$ cat src/rtl/rgbds_pkg.sv
// Shared types and constants of the RGB565 nearest-neighbor downscaler.
package rgbds_pkg;

  localparam int CFG_W = 12;
  localparam int IDX_W = 3;
  localparam int PIX_W = 16;
  localparam int VAL_W = 8;
  localparam int CH_W  = 2;

  typedef enum logic [IDX_W-1:0] {
    REG_SRC_WIDTH  = 3'd0,
    REG_SRC_HEIGHT = 3'd1,
    REG_OUT_WIDTH  = 3'd2,
    REG_OUT_HEIGHT = 3'd3,
    REG_GRAY_MODE  = 3'd4
  } cfg_idx_e;

  localparam logic [CH_W-1:0] CH_RED_GRAY = 2'd0;
  localparam logic [CH_W-1:0] CH_GREEN    = 2'd1;
  localparam logic [CH_W-1:0] CH_BLUE     = 2'd2;

  localparam logic [CFG_W-1:0] RST_SRC_WIDTH  = 12'd320;
  localparam logic [CFG_W-1:0] RST_SRC_HEIGHT = 12'd240;
  localparam logic [CFG_W-1:0] RST_OUT_WIDTH  = 12'd96;
  localparam logic [CFG_W-1:0] RST_OUT_HEIGHT = 12'd96;

  // Reciprocal of 3 in 11 fractional bits; exact floor for sums below 2048.
  localparam logic [9:0] RECIP3     = 10'd683;
  localparam int         RECIP3_SHR = 11;

  typedef struct packed {
    logic [CFG_W-1:0] src_width;
    logic [CFG_W-1:0] src_height;
    logic [CFG_W-1:0] out_width;
    logic [CFG_W-1:0] out_height;
    logic             gray_mode;
  } cfg_t;

  typedef struct packed {
    logic keep;
    logic last_frame;
  } pick_t;

endpackage

$ cat src/rtl/rgbds_if.sv
// Valid/ready channel interfaces for configuration, pixels and results.
interface rgbds_cfg_if;
  import rgbds_pkg::*;
  logic             valid;
  logic             ready;
  logic [IDX_W-1:0] index;
  logic [CFG_W-1:0] data;
  modport source (output valid, index, data, input ready);
  modport sink   (input valid, index, data, output ready);
endinterface

interface rgbds_pix_if;
  import rgbds_pkg::*;
  logic             valid;
  logic             ready;
  logic [PIX_W-1:0] pixel;
  modport source (output valid, pixel, input ready);
  modport sink   (input valid, pixel, output ready);
endinterface

interface rgbds_res_if;
  import rgbds_pkg::*;
  logic                    valid;
  logic                    ready;
  logic signed [VAL_W-1:0] value;
  logic [CH_W-1:0]         channel;
  logic                    last_of_pixel;
  logic                    last_of_frame;
  modport source (output valid, value, channel, last_of_pixel, last_of_frame, input ready);
  modport sink   (input valid, value, channel, last_of_pixel, last_of_frame, output ready);
endinterface

$ cat src/rtl/rgbds_sel.sv
// Raster position counters and the nearest-neighbor pick test.
module rgbds_sel #(
  parameter int COORD_BITS = 12
) (
  input  logic           clk_i,
  input  logic           rst_ni,
  input  rgbds_pkg::cfg_t cfg_i,
  input  logic           step_i,
  output rgbds_pkg::pick_t pick_o
);
  import rgbds_pkg::*;

  localparam int C = COORD_BITS;
  localparam int S = 2 * COORD_BITS;

  logic [15:0]  sw_x, sh_x, ow_x, oh_x;
  logic [C-1:0] sw_m, sh_m, ow_m, oh_m;
  logic [C-1:0] sw, sh, ow1, oh1, ow, oh;

  logic [C-1:0] src_col_q, src_col_d, src_row_q, src_row_d;
  logic [C-1:0] out_col_q, out_col_d, out_row_q, out_row_d;
  logic [S-1:0] col_tgt_q, col_tgt_d, col_base_q, col_base_d;
  logic [S-1:0] row_tgt_q, row_tgt_d, row_base_q, row_base_d;

  logic         col_hit, row_hit, col_wrap, row_wrap;
  logic [C-1:0] col_inc, row_inc;

  // Size registers are narrowed to the coordinate width; zero acts as one.
  assign sw_x = 16'(cfg_i.src_width);
  assign sh_x = 16'(cfg_i.src_height);
  assign ow_x = 16'(cfg_i.out_width);
  assign oh_x = 16'(cfg_i.out_height);
  assign sw_m = sw_x[C-1:0];
  assign sh_m = sh_x[C-1:0];
  assign ow_m = ow_x[C-1:0];
  assign oh_m = oh_x[C-1:0];
  assign sw   = (sw_m == '0) ? C'(1) : sw_m;
  assign sh   = (sh_m == '0) ? C'(1) : sh_m;
  assign ow1  = (ow_m == '0) ? C'(1) : ow_m;
  assign oh1  = (oh_m == '0) ? C'(1) : oh_m;
  assign ow   = (ow1 > sw) ? sw : ow1;
  assign oh   = (oh1 > sh) ? sh : oh1;

  assign col_hit = (out_col_q < ow) && (col_base_q <= col_tgt_q) &&
                   ({1'b0, col_tgt_q} < ({1'b0, col_base_q} + (S+1)'(ow)));
  assign row_hit = (out_row_q < oh) && (row_base_q <= row_tgt_q) &&
                   ({1'b0, row_tgt_q} < ({1'b0, row_base_q} + (S+1)'(oh)));

  assign col_inc  = src_col_q + C'(1);
  assign row_inc  = src_row_q + C'(1);
  assign col_wrap = (col_inc == '0) || (col_inc >= sw);
  assign row_wrap = (row_inc == '0) || (row_inc >= sh);

  assign pick_o.keep       = col_hit && row_hit;
  assign pick_o.last_frame = (({1'b0, out_col_q} + (C+1)'(1)) == {1'b0, ow}) &&
                             (({1'b0, out_row_q} + (C+1)'(1)) == {1'b0, oh});

  always_comb begin
    src_col_d  = src_col_q;
    src_row_d  = src_row_q;
    out_col_d  = out_col_q;
    out_row_d  = out_row_q;
    col_tgt_d  = col_tgt_q;
    col_base_d = col_base_q;
    row_tgt_d  = row_tgt_q;
    row_base_d = row_base_q;
    if (step_i) begin
      if (col_hit) begin
        out_col_d = out_col_q + C'(1);
        col_tgt_d = col_tgt_q + S'(sw);
      end
      col_base_d = col_base_q + S'(ow);
      src_col_d  = col_inc;
      // End of source row: restart columns and advance the row tracking.
      if (col_wrap) begin
        src_col_d  = '0;
        out_col_d  = '0;
        col_tgt_d  = '0;
        col_base_d = '0;
        if (row_hit) begin
          out_row_d = out_row_q + C'(1);
          row_tgt_d = row_tgt_q + S'(sh);
        end
        row_base_d = row_base_q + S'(oh);
        src_row_d  = row_inc;
        if (row_wrap) begin
          src_row_d  = '0;
          out_row_d  = '0;
          row_tgt_d  = '0;
          row_base_d = '0;
        end
      end
    end
  end

  always_ff @(posedge clk_i or negedge rst_ni) begin
    if (!rst_ni) begin
      src_col_q  <= '0;
      src_row_q  <= '0;
      out_col_q  <= '0;
      out_row_q  <= '0;
      col_tgt_q  <= '0;
      col_base_q <= '0;
      row_tgt_q  <= '0;
      row_base_q <= '0;
    end else begin
      src_col_q  <= src_col_d;
      src_row_q  <= src_row_d;
      out_col_q  <= out_col_d;
      out_row_q  <= out_row_d;
      col_tgt_q  <= col_tgt_d;
      col_base_q <= col_base_d;
      row_tgt_q  <= row_tgt_d;
      row_base_q <= row_base_d;
    end
  end

endmodule

$ cat src/rtl/rgbds_emit.sv
// Result register: holds a kept pixel and emits its gray or color values.
module rgbds_emit (
  input  logic                        clk_i,
  input  logic                        rst_ni,
  input  logic                        load_i,
  input  logic [rgbds_pkg::PIX_W-1:0] pixel_i,
  input  logic                        gray_i,
  input  logic                        last_frame_i,
  output logic                        ready_o,
  rgbds_res_if.source                 res_o
);
  import rgbds_pkg::*;

  logic             valid_q, valid_d;
  logic [PIX_W-1:0] px_q;
  logic             gray_q;
  logic             lf_q;
  logic [CH_W-1:0]  idx_q, idx_d;

  logic [7:0]  r8, g8, b8, sel8, gray8;
  logic [9:0]  sum;
  logic [19:0] prod;
  logic        last_pix;
  logic        done;

  assign r8   = {px_q[15:11], 3'b000};
  assign g8   = {px_q[10:5], 2'b00};
  assign b8   = {px_q[4:0], 3'b000};
  assign sum  = 10'(r8) + 10'(g8) + 10'(b8);
  assign prod = 20'(sum) * 20'(RECIP3);
  assign gray8 = prod[RECIP3_SHR +: 8];

  always_comb begin
    case (idx_q)
      CH_GREEN: sel8 = g8;
      CH_BLUE:  sel8 = b8;
      default:  sel8 = r8;
    endcase
    if (gray_q) begin
      sel8 = gray8;
    end
  end

  assign last_pix = gray_q || (idx_q == CH_BLUE);
  assign done     = res_o.ready && last_pix;
  assign ready_o  = !valid_q || done;

  assign res_o.valid         = valid_q;
  assign res_o.value         = signed'(sel8 ^ 8'h80);
  assign res_o.channel       = gray_q ? CH_RED_GRAY : idx_q;
  assign res_o.last_of_pixel = last_pix;
  assign res_o.last_of_frame = last_pix && lf_q;

  always_comb begin
    valid_d = valid_q;
    idx_d   = idx_q;
    if (valid_q && res_o.ready) begin
      if (last_pix) begin
        valid_d = 1'b0;
      end else begin
        idx_d = idx_q + CH_W'(1);
      end
    end
    if (load_i) begin
      valid_d = 1'b1;
      idx_d   = CH_RED_GRAY;
    end
  end

  always_ff @(posedge clk_i or negedge rst_ni) begin
    if (!rst_ni) begin
      valid_q <= 1'b0;
      idx_q   <= CH_RED_GRAY;
    end else begin
      valid_q <= valid_d;
      idx_q   <= idx_d;
    end
  end

  always_ff @(posedge clk_i) begin
    if (load_i) begin
      px_q   <= pixel_i;
      gray_q <= gray_i;
      lf_q   <= last_frame_i;
    end
  end

endmodule

$ cat src/rtl/rgb565_nearest_downscale_int8_core.sv
// Top level of the RGB565 nearest-neighbor downscaler with signed 8-bit output.
// A kept pixel shows its first value in the cycle after its transaction.
// Throughput: one pixel per cycle while the result register can take it; a kept
// pixel holds it until its last value is taken, dropped pixels pass at once.
// Reset: sizes go to 320x240 -> 96x96 in gray mode, all position counters to zero.
module rgb565_nearest_downscale_int8_core #(
  parameter int COORD_BITS = 12
) (
  input  logic        clk_i,
  input  logic        rst_ni,
  rgbds_cfg_if.sink   cfg_i,
  rgbds_pix_if.sink   pix_i,
  rgbds_res_if.source res_o
);
  import rgbds_pkg::*;

  cfg_t  cfg_q, cfg_d;
  pick_t pick;
  logic  emit_ready;
  logic  step;
  logic  load;

  assign cfg_i.ready = 1'b1;

  always_comb begin
    cfg_d = cfg_q;
    if (cfg_i.valid) begin
      unique case (cfg_i.index)
        REG_SRC_WIDTH:  cfg_d.src_width  = cfg_i.data;
        REG_SRC_HEIGHT: cfg_d.src_height = cfg_i.data;
        REG_OUT_WIDTH:  cfg_d.out_width  = cfg_i.data;
        REG_OUT_HEIGHT: cfg_d.out_height = cfg_i.data;
        REG_GRAY_MODE:  cfg_d.gray_mode  = cfg_i.data[0];
        default:        cfg_d = cfg_q;
      endcase
    end
  end

  always_ff @(posedge clk_i or negedge rst_ni) begin
    if (!rst_ni) begin
      cfg_q.src_width  <= RST_SRC_WIDTH;
      cfg_q.src_height <= RST_SRC_HEIGHT;
      cfg_q.out_width  <= RST_OUT_WIDTH;
      cfg_q.out_height <= RST_OUT_HEIGHT;
      cfg_q.gray_mode  <= 1'b1;
    end else begin
      cfg_q <= cfg_d;
    end
  end

  // Dropped pixels never need the result register.
  assign pix_i.ready = !pick.keep || emit_ready;
  assign step        = pix_i.valid && pix_i.ready;
  assign load        = step && pick.keep;

  rgbds_sel #(
    .COORD_BITS (COORD_BITS)
  ) u_sel (
    .clk_i  (clk_i),
    .rst_ni (rst_ni),
    .cfg_i  (cfg_q),
    .step_i (step),
    .pick_o (pick)
  );

  rgbds_emit u_emit (
    .clk_i        (clk_i),
    .rst_ni       (rst_ni),
    .load_i       (load),
    .pixel_i      (pix_i.pixel),
    .gray_i       (cfg_q.gray_mode),
    .last_frame_i (pick.last_frame),
    .ready_o      (emit_ready),
    .res_o        (res_o)
  );

endmodule

$ cat src/flat_wrapper.sv
// flat-port wrapper written by rule: the top's interface ports become plain ports
module rgb565_nearest_downscale_int8_core_flat import rgbds_pkg::*;
#(
  parameter int COORD_BITS = 12
)
  (clk_i, rst_ni, cfg_i_valid, cfg_i_index, cfg_i_data, cfg_i_ready, pix_i_valid, pix_i_pixel, pix_i_ready, res_o_valid, res_o_value, res_o_channel, res_o_last_of_pixel, res_o_last_of_frame, res_o_ready);
  rgbds_cfg_if cfg_i_i ();
  rgbds_pix_if pix_i_i ();
  rgbds_res_if res_o_i ();
  input  logic clk_i;
  input  logic rst_ni;
  input wire logic [$bits(cfg_i_i.valid)-1:0] cfg_i_valid;
  input wire logic [$bits(cfg_i_i.index)-1:0] cfg_i_index;
  input wire logic [$bits(cfg_i_i.data)-1:0] cfg_i_data;
  output wire logic [$bits(cfg_i_i.ready)-1:0] cfg_i_ready;
  input wire logic [$bits(pix_i_i.valid)-1:0] pix_i_valid;
  input wire logic [$bits(pix_i_i.pixel)-1:0] pix_i_pixel;
  output wire logic [$bits(pix_i_i.ready)-1:0] pix_i_ready;
  output wire logic [$bits(res_o_i.valid)-1:0] res_o_valid;
  output wire logic [$bits(res_o_i.value)-1:0] res_o_value;
  output wire logic [$bits(res_o_i.channel)-1:0] res_o_channel;
  output wire logic [$bits(res_o_i.last_of_pixel)-1:0] res_o_last_of_pixel;
  output wire logic [$bits(res_o_i.last_of_frame)-1:0] res_o_last_of_frame;
  input wire logic [$bits(res_o_i.ready)-1:0] res_o_ready;
  assign cfg_i_i.valid = cfg_i_valid;
  assign cfg_i_i.index = cfg_i_index;
  assign cfg_i_i.data = cfg_i_data;
  assign cfg_i_ready = cfg_i_i.ready;
  assign pix_i_i.valid = pix_i_valid;
  assign pix_i_i.pixel = pix_i_pixel;
  assign pix_i_ready = pix_i_i.ready;
  assign res_o_valid = res_o_i.valid;
  assign res_o_value = res_o_i.value;
  assign res_o_channel = res_o_i.channel;
  assign res_o_last_of_pixel = res_o_i.last_of_pixel;
  assign res_o_last_of_frame = res_o_i.last_of_frame;
  assign res_o_i.ready = res_o_ready;
  rgb565_nearest_downscale_int8_core #(.COORD_BITS(COORD_BITS)) u_core (.clk_i(clk_i), .rst_ni(rst_ni), .cfg_i(cfg_i_i), .pix_i(pix_i_i), .res_o(res_o_i));
endmodule
$ cat config.mk
export PLATFORM = sky130hd
export DESIGN_NAME = rgb565_nearest_downscale_int8_core_flat
export DESIGN_NICKNAME = d
export VERILOG_FILES = /design/src/rtl/rgbds_pkg.sv /design/src/rtl/rgbds_if.sv /design/src/rtl/rgbds_sel.sv /design/src/rtl/rgbds_emit.sv /design/src/rtl/rgb565_nearest_downscale_int8_core.sv /design/src/flat_wrapper.sv
export SDC_FILE = /design/constraint.sdc
export NUM_CORES = 1
export LEC_CHECK = 0
export BUFFER_PORTS_ARGS = -buffer_cell sky130_fd_sc_hd__buf_2
export CAP_MARGIN = 5
export CORE_UTILIZATION = 65
export DETAILED_ROUTE_END_ITERATION = 7
export GPL_ROUTABILITY_DRIVEN = 0
export PLACE_DENSITY_LB_ADDON = 0.15
export SETUP_SLACK_MARGIN = 0.4
export SLEW_MARGIN = 20
export SYNTH_ARGS = -nofsm -noshare
export SYNTH_HDL_FRONTEND = slang
export SYNTH_HIERARCHICAL = 1
export SYNTH_SLANG_ARGS = --single-unit
export TNS_END_PERCENT = 1
$ cat constraint.sdc
create_clock -name clk_i -period 14.8 [get_ports clk_i]
set_clock_uncertainty 0.2 [all_clocks]
set_input_delay 2.96 -clock clk_i [delete_from_list [all_inputs] [get_ports clk_i]]
set_output_delay 2.96 -clock clk_i [all_outputs]
set_load 0.005 [all_outputs]
* Word level (Yosys, flattened, before mapping)
Index checks and enable logic that the tools add are counted.
** Storage, ports and cells
- Bits in registers :: 214
- Input port bits :: 36
- Output and inout bits :: 15
- Logic and storage cells :: 120
** Cells by class
- Mux-type cells :: 27
- Add/subtract/negate cells :: 15
- Reduce and logical (&&, ||, !) cells :: 39
- Order comparisons :: 10
- Equal/unequal tests :: 9
- Bitwise operators :: 1
- $mul :: 1
** Operators by type and width (count)
- $mux W12 :: 12
- $mux W24 :: 6
- $add A24 B12 Y24 :: 4
- $logic_not A12 Y1 :: 6
- $add A24 B12 Y25 :: 2
- $lt A24 B25 Y1 :: 2
- $add A12 B1 Y12 const B :: 4
- $le A24 B24 Y1 :: 2
- $add A12 B1 Y13 const B :: 2
- $eq A13 B12 Y1 :: 2
- $ge A12 B12 Y1 :: 2
- $gt A12 B12 Y1 :: 2
- $lt A12 B12 Y1 :: 2
- $mul A10 B10 Y19 const B :: 1
- $reduce_and A2 Y1 :: 9
- $pmux W8 S2 :: 1
- $logic_and A1 B1 Y1 :: 11
- $add A10 B8 Y10 :: 1
- $add A8 B8 Y9 :: 1
- $mux W2 :: 4
- $mux W8 :: 1
- $reduce_bool A2 Y1 :: 4
- $eq A3 B2 Y1 const B :: 2
- $logic_or A1 B1 Y1 :: 5
- 11 further kinds :: 14

* Logic depth before layout (Yosys ltp)
- Word-level depth :: 14
- Mapped depth :: 41
- Mapped depth without buffers :: 35

* By module
Netlist, hierarchy kept.
** By module, submodules not included
- rgbds_sel :: cells each 1741, seq. area each 3603.5 µm², instances 1, area each 14559.0 µm²
- rgbds_emit :: cells each 226, seq. area each 615.6 µm², instances 1, area each 2456.1 µm²
- rgb565_nearest_downscale_int8_core :: cells each 112, seq. area each 1239.9 µm², instances 1, area each 1959.4 µm²

* Worst setup path after synthesis
Ideal clock, no wire load.
- Path kind :: reg-to-output
- Start :: register u_core/cfg_q[45] (netlist name)
- End :: output pix_i_ready
- Cell stages (with the launch flop) :: 30
- Data required time :: 11.640 ns
- Setup slack :: 5.068 ns
- Path buffers :: 2
- Data arrival time :: 6.572 ns
- Path through :: dfstp_2 nor3_1 a31o_2 ha_1 nor2b_1 o211ai_1 a211oi_1 and3b_1 buf_2 nor2_4 clkbuf_1 mux2_2 ha_1 a21o_1 a21oi_1 o21a_1 o31ai_1 nand3_1 a31oi_1 nand2_1 xor2_1 ha_1 a21o_1 a2111oi_0 nor2_1 a2111oi_0 o21ai_0 a21oi_2 nor2b_1 nand2b_1
** RTL lines
- start, declared :: RTL line rgb565_nearest_downscale_int8_core.sv:17 : cfg_t cfg_q, cfg_d;
- start signal, assigned :: RTL line rgb565_nearest_downscale_int8_core.sv:47 : cfg_q <= cfg_d;
- end, declared :: RTL line flat_wrapper.sv:18 : output wire logic [$bits(pix_i_i.ready)-1:0] pix_i_ready;

==> flow_summary_export.csv <==
group,metric,value,unit
outcome,status,"finished, final reports clean",
global_route,grt_usage,0.334,
drt,drt-total-wl,50000,um
layout,layout.nets,2399,
die,floorplan.core_area,28700,sq um
logic_synthesis,synth_top_area_share,0.244,
timing,slew_headroom,0.311,
logic_synthesis,yosys-top-cells-count,"ha_1 (276), dfrtp_1 (185), inv_1 (161)",
worst_setup_path,worstPathRequired,11640,ps
logic_synthesis,syn_inst,2079,
layout,fill_cells,2216,
global_route,grt_pass1_wl,81400,um
drt,drc_errors,0,
place,dp_hpwl,37200,um
logic_synthesis,syn-cell-area,19000,sq um
die,die-area,29900,sq um
pwr,swShare,0.447,
drt,first_pass_iters,6,
die,std_cell_rows,62,
timing,slew_violations,0,
timing,period_share,0.756,
timing,setup_ws,3610,ps
timing,min_period,11190,ps
timing,finalSetupViolCount,0,
die,start_util,0.661,
clock_tree,cts_buffers,26,
clock_tree,cts_root_buf,"clkbuf_16",
clock_tree,cts_tree,"done",
timing,finalHoldViolCount,0,
global_route,grt_max_degree,75,
die,chipHeight,173,um
timing,max_freq,0.0894,GHz
die,fp.dieW,173,um
drt,via_count,16200,
place,post-place-cells,2419,
timing,rsz0062_at_grt,"no",
pwr,p_int,0.00192,W
logic_synthesis,synth.largest_area_cell,"dfrtp_1",
logic_synthesis,avgSynthCellArea,9.13,sq um
logic_synthesis,synthTopCellsByArea,"dfrtp_1 (24%), ha_1 (18%), mux2_2 (3.4%)",
layout,drive_above_1_share,0.104,
worst_setup_path,crit_type,"reg -> out",
hold_path,min_path_type,"reg -> reg",
logic_synthesis,ys_seq_area_frac,0.288,
clock_tree,clk_latency,550,ps
global_route,antenna_found_initial,1,
pwr,power_switching,0.00155,W
pwr,powerDensity,171,nW/um^2
layout,area_growth_syn_to_layout,7.03,%
logic_synthesis,synth.most_common_cell,"ha_1",
global_route,grt_remaining_overflow,0,
global_route,use_met1,0.437,
logic_synthesis,dominantRegCellSynth,"dfrtp_1",
logic_synthesis,synthArstFlopShare,0.916,
pwr,pwr-share-comb,0.536,
worst_setup_path,crit_path_max_fanout,19,
worst_setup_path,end_kind,"primary output",
timing,worstMarginPinSlew,1030,ps
drt,drt_iter0_drc,1262,
clock_tree,clkSinkCount,214,
layout,fin_cells,2469,
logic_synthesis,synth_edf_count,18,
place,dpl_worst_slack,4310,ps
clock_tree,post_cts_resized,0,
clock_tree,cts_buffer_depth,3,
global_route,gr-usage-met3,0.0416,
worst_setup_path,crit_top_cell,"ha_1",
worst_setup_path,worstSetupStartpointType,"flip-flop",
clock_tree,clk_pin_slew_worst_paths,60,ps
timing,tns,0,ps
logic_synthesis,ys_warn_count,6,
clock_tree,post_cts_buffers,0,
layout,final_util,0.708,
global_route,use_met2,0.552,
pwr,sequentialPowerShare,0.265,
die,num_io_pins,51,
logic_synthesis,ys_types,95,
global_route,grt_pass1_vias,15700,
logic_synthesis,synth_fp_nets,2414,
drt,wl_per_cell,20.3,um
pwr,vdd_drop_max,0.147,mV
drt,drtAntennaViolNets,0,
logic_synthesis,synth_seq_cells,214,
clock_tree,cts_hold_buf,0,
drt,vias_per_cell,6.55,
worst_setup_path,slowest_stage,"a31oi_1",
job,cap_violations,0,
pwr,pwr-share-clk,0.198,
worst_setup_path,cp.arrival,8030,ps
global_route,busiest_layer,"met2",
place,io_buffers,49,
timing,fin_hold_ws,327,ps
worst_setup_path,slowest_delay,590,ps
clock_tree,h-tree-depth,1,
pwr,power.leakage,9.53,nW
-- area by class of cell --
type / count / area, sq um / area share
antenna: 1 / 2.50 / 0.000123
clock buffer: 37 / 805 / 0.0396
clock inverter: 11 / 136 / 0.00672
inverter: 163 / 612 / 0.0301
multi-input combinational: 1597 / 12400 / 0.613
sequential: 214 / 5460 / 0.269
tap: 384 / 480 / 0.0237
timing repair buffer: 62 / 372 / 0.0183
-- stage by stage --
step,power (W),area (sq um)
floorplan,0.00225,19000
global placement,0.00266,19300
detailed placement,0.00274,19300
CTS,0.00345,20300
global route,0.00373,20300
finish,0.00347,20300
-- worst max-delay path: cells and delay by family (launching register included) --
family	cells	cell delay, ps
AO/OA/AOI/OAI	13	3260
AND/OR/NAND/NOR	9	2020
adder cells (fa/ha/maj)	3	790
multiplexers	1	460
flip-flops	1	430
buffers and inverters	2	320
XOR/XNOR	1	180
-- flip-flops by register name, summed over array words and instances (netlist names) --
| register | count |
|---|---|
| u_core/cfg_q | 49 |
| u_core/u_sel/col_base_q | 24 |
| u_core/u_sel/col_tgt_q | 24 |
| u_core/u_sel/row_base_q | 24 |
| u_core/u_sel/row_tgt_q | 24 |
| u_core/u_emit/px_q | 16 |
| u_core/u_sel/out_col_q | 12 |
| u_core/u_sel/out_row_q | 12 |
| u_core/u_sel/src_col_q | 12 |
| u_core/u_sel/src_row_q | 12 |
| u_core/u_emit/idx_q | 2 |
| u_core/u_emit/gray_q | 1 |
| u_core/u_emit/lf_q | 1 |
| u_core/u_emit/res_o.valid | 1 |
-- power by group through the flow --
| stage | clock (W) | combinational (W) | sequential [W] |
|---|---|---|---|
| finish | 0.000687 | 0.00186 | 0.000921 |
| global route | 0.000721 | 0.00207 | 0.000939 |
| CTS | 0.000700 | 0.00183 | 0.000914 |
| detailed placement | 0 | 0.00181 | 0.000922 |
| global placement | 0 | 0.00174 | 0.000916 |
| floorplan | 0 | 0.00141 | 0.000838 |
-- path summary, 6_finish.rpt --
| check | slack, ps | end | cells past startpoint | start |
|---|---|---|---|---|
| setup / recovery | 3610 | pix_i_ready | 29 | u_core/cfg_q[17] |
| hold / removal | 330 | u_core/u_sel/row_base_q[9] | 2 | u_core/u_sel/row_base_q[9] |
| max in group asynchronous | 10240 | u_core/cfg_q[18] | 4 | rst_ni |
| min in group asynchronous | 2210 | u_core/u_sel/row_tgt_q[23] | 1 | rst_ni |
| setup reg to reg | 4230 | u_core/u_sel/out_row_q[0] | 36 | u_core/cfg_q[17] |
| hold reg to reg | 330 | u_core/u_sel/row_base_q[9] | 2 | u_core/u_sel/row_base_q[9] |
-- cells in the final DEF (no fill, tap or decap), types with 57 or more instances in the layout --
cell type	count
o21ai_0	115
nand3_1	75
nor2_1	90
dfrtp_1	185
xnor2_1	67
mux2_2	57
nand2_1	159
a21oi_1	110
ha_1	276
inv_1	161
-- logic make-up (layout without fill, tap and decap cells) --
kind of cell / Yosys count / count (layout) / synth area share
mux: 82 / 82 / 0.0481
xor+xnor: 122 / 122 / 0.0563
simple gates: 550 / 550 / 0.149
other cells: 1 / 2 / 0.000198
fa+ha+maj: 299 / 299 / 0.206
compound gates: 543 / 543 / 0.195
buf+inv: 268 / 273 / 0.0572
flops: 214 / 214 / 0.288
-- metal layers --
layer  part of all wire  vias to the layer above
met1               0.42                     7832
met3              0.062                      158
met5                  0                        -
met2               0.47                      592
met4              0.050                        0
li1                   -                     7595
Note: power is estimated with default switching activity, not from simulation.
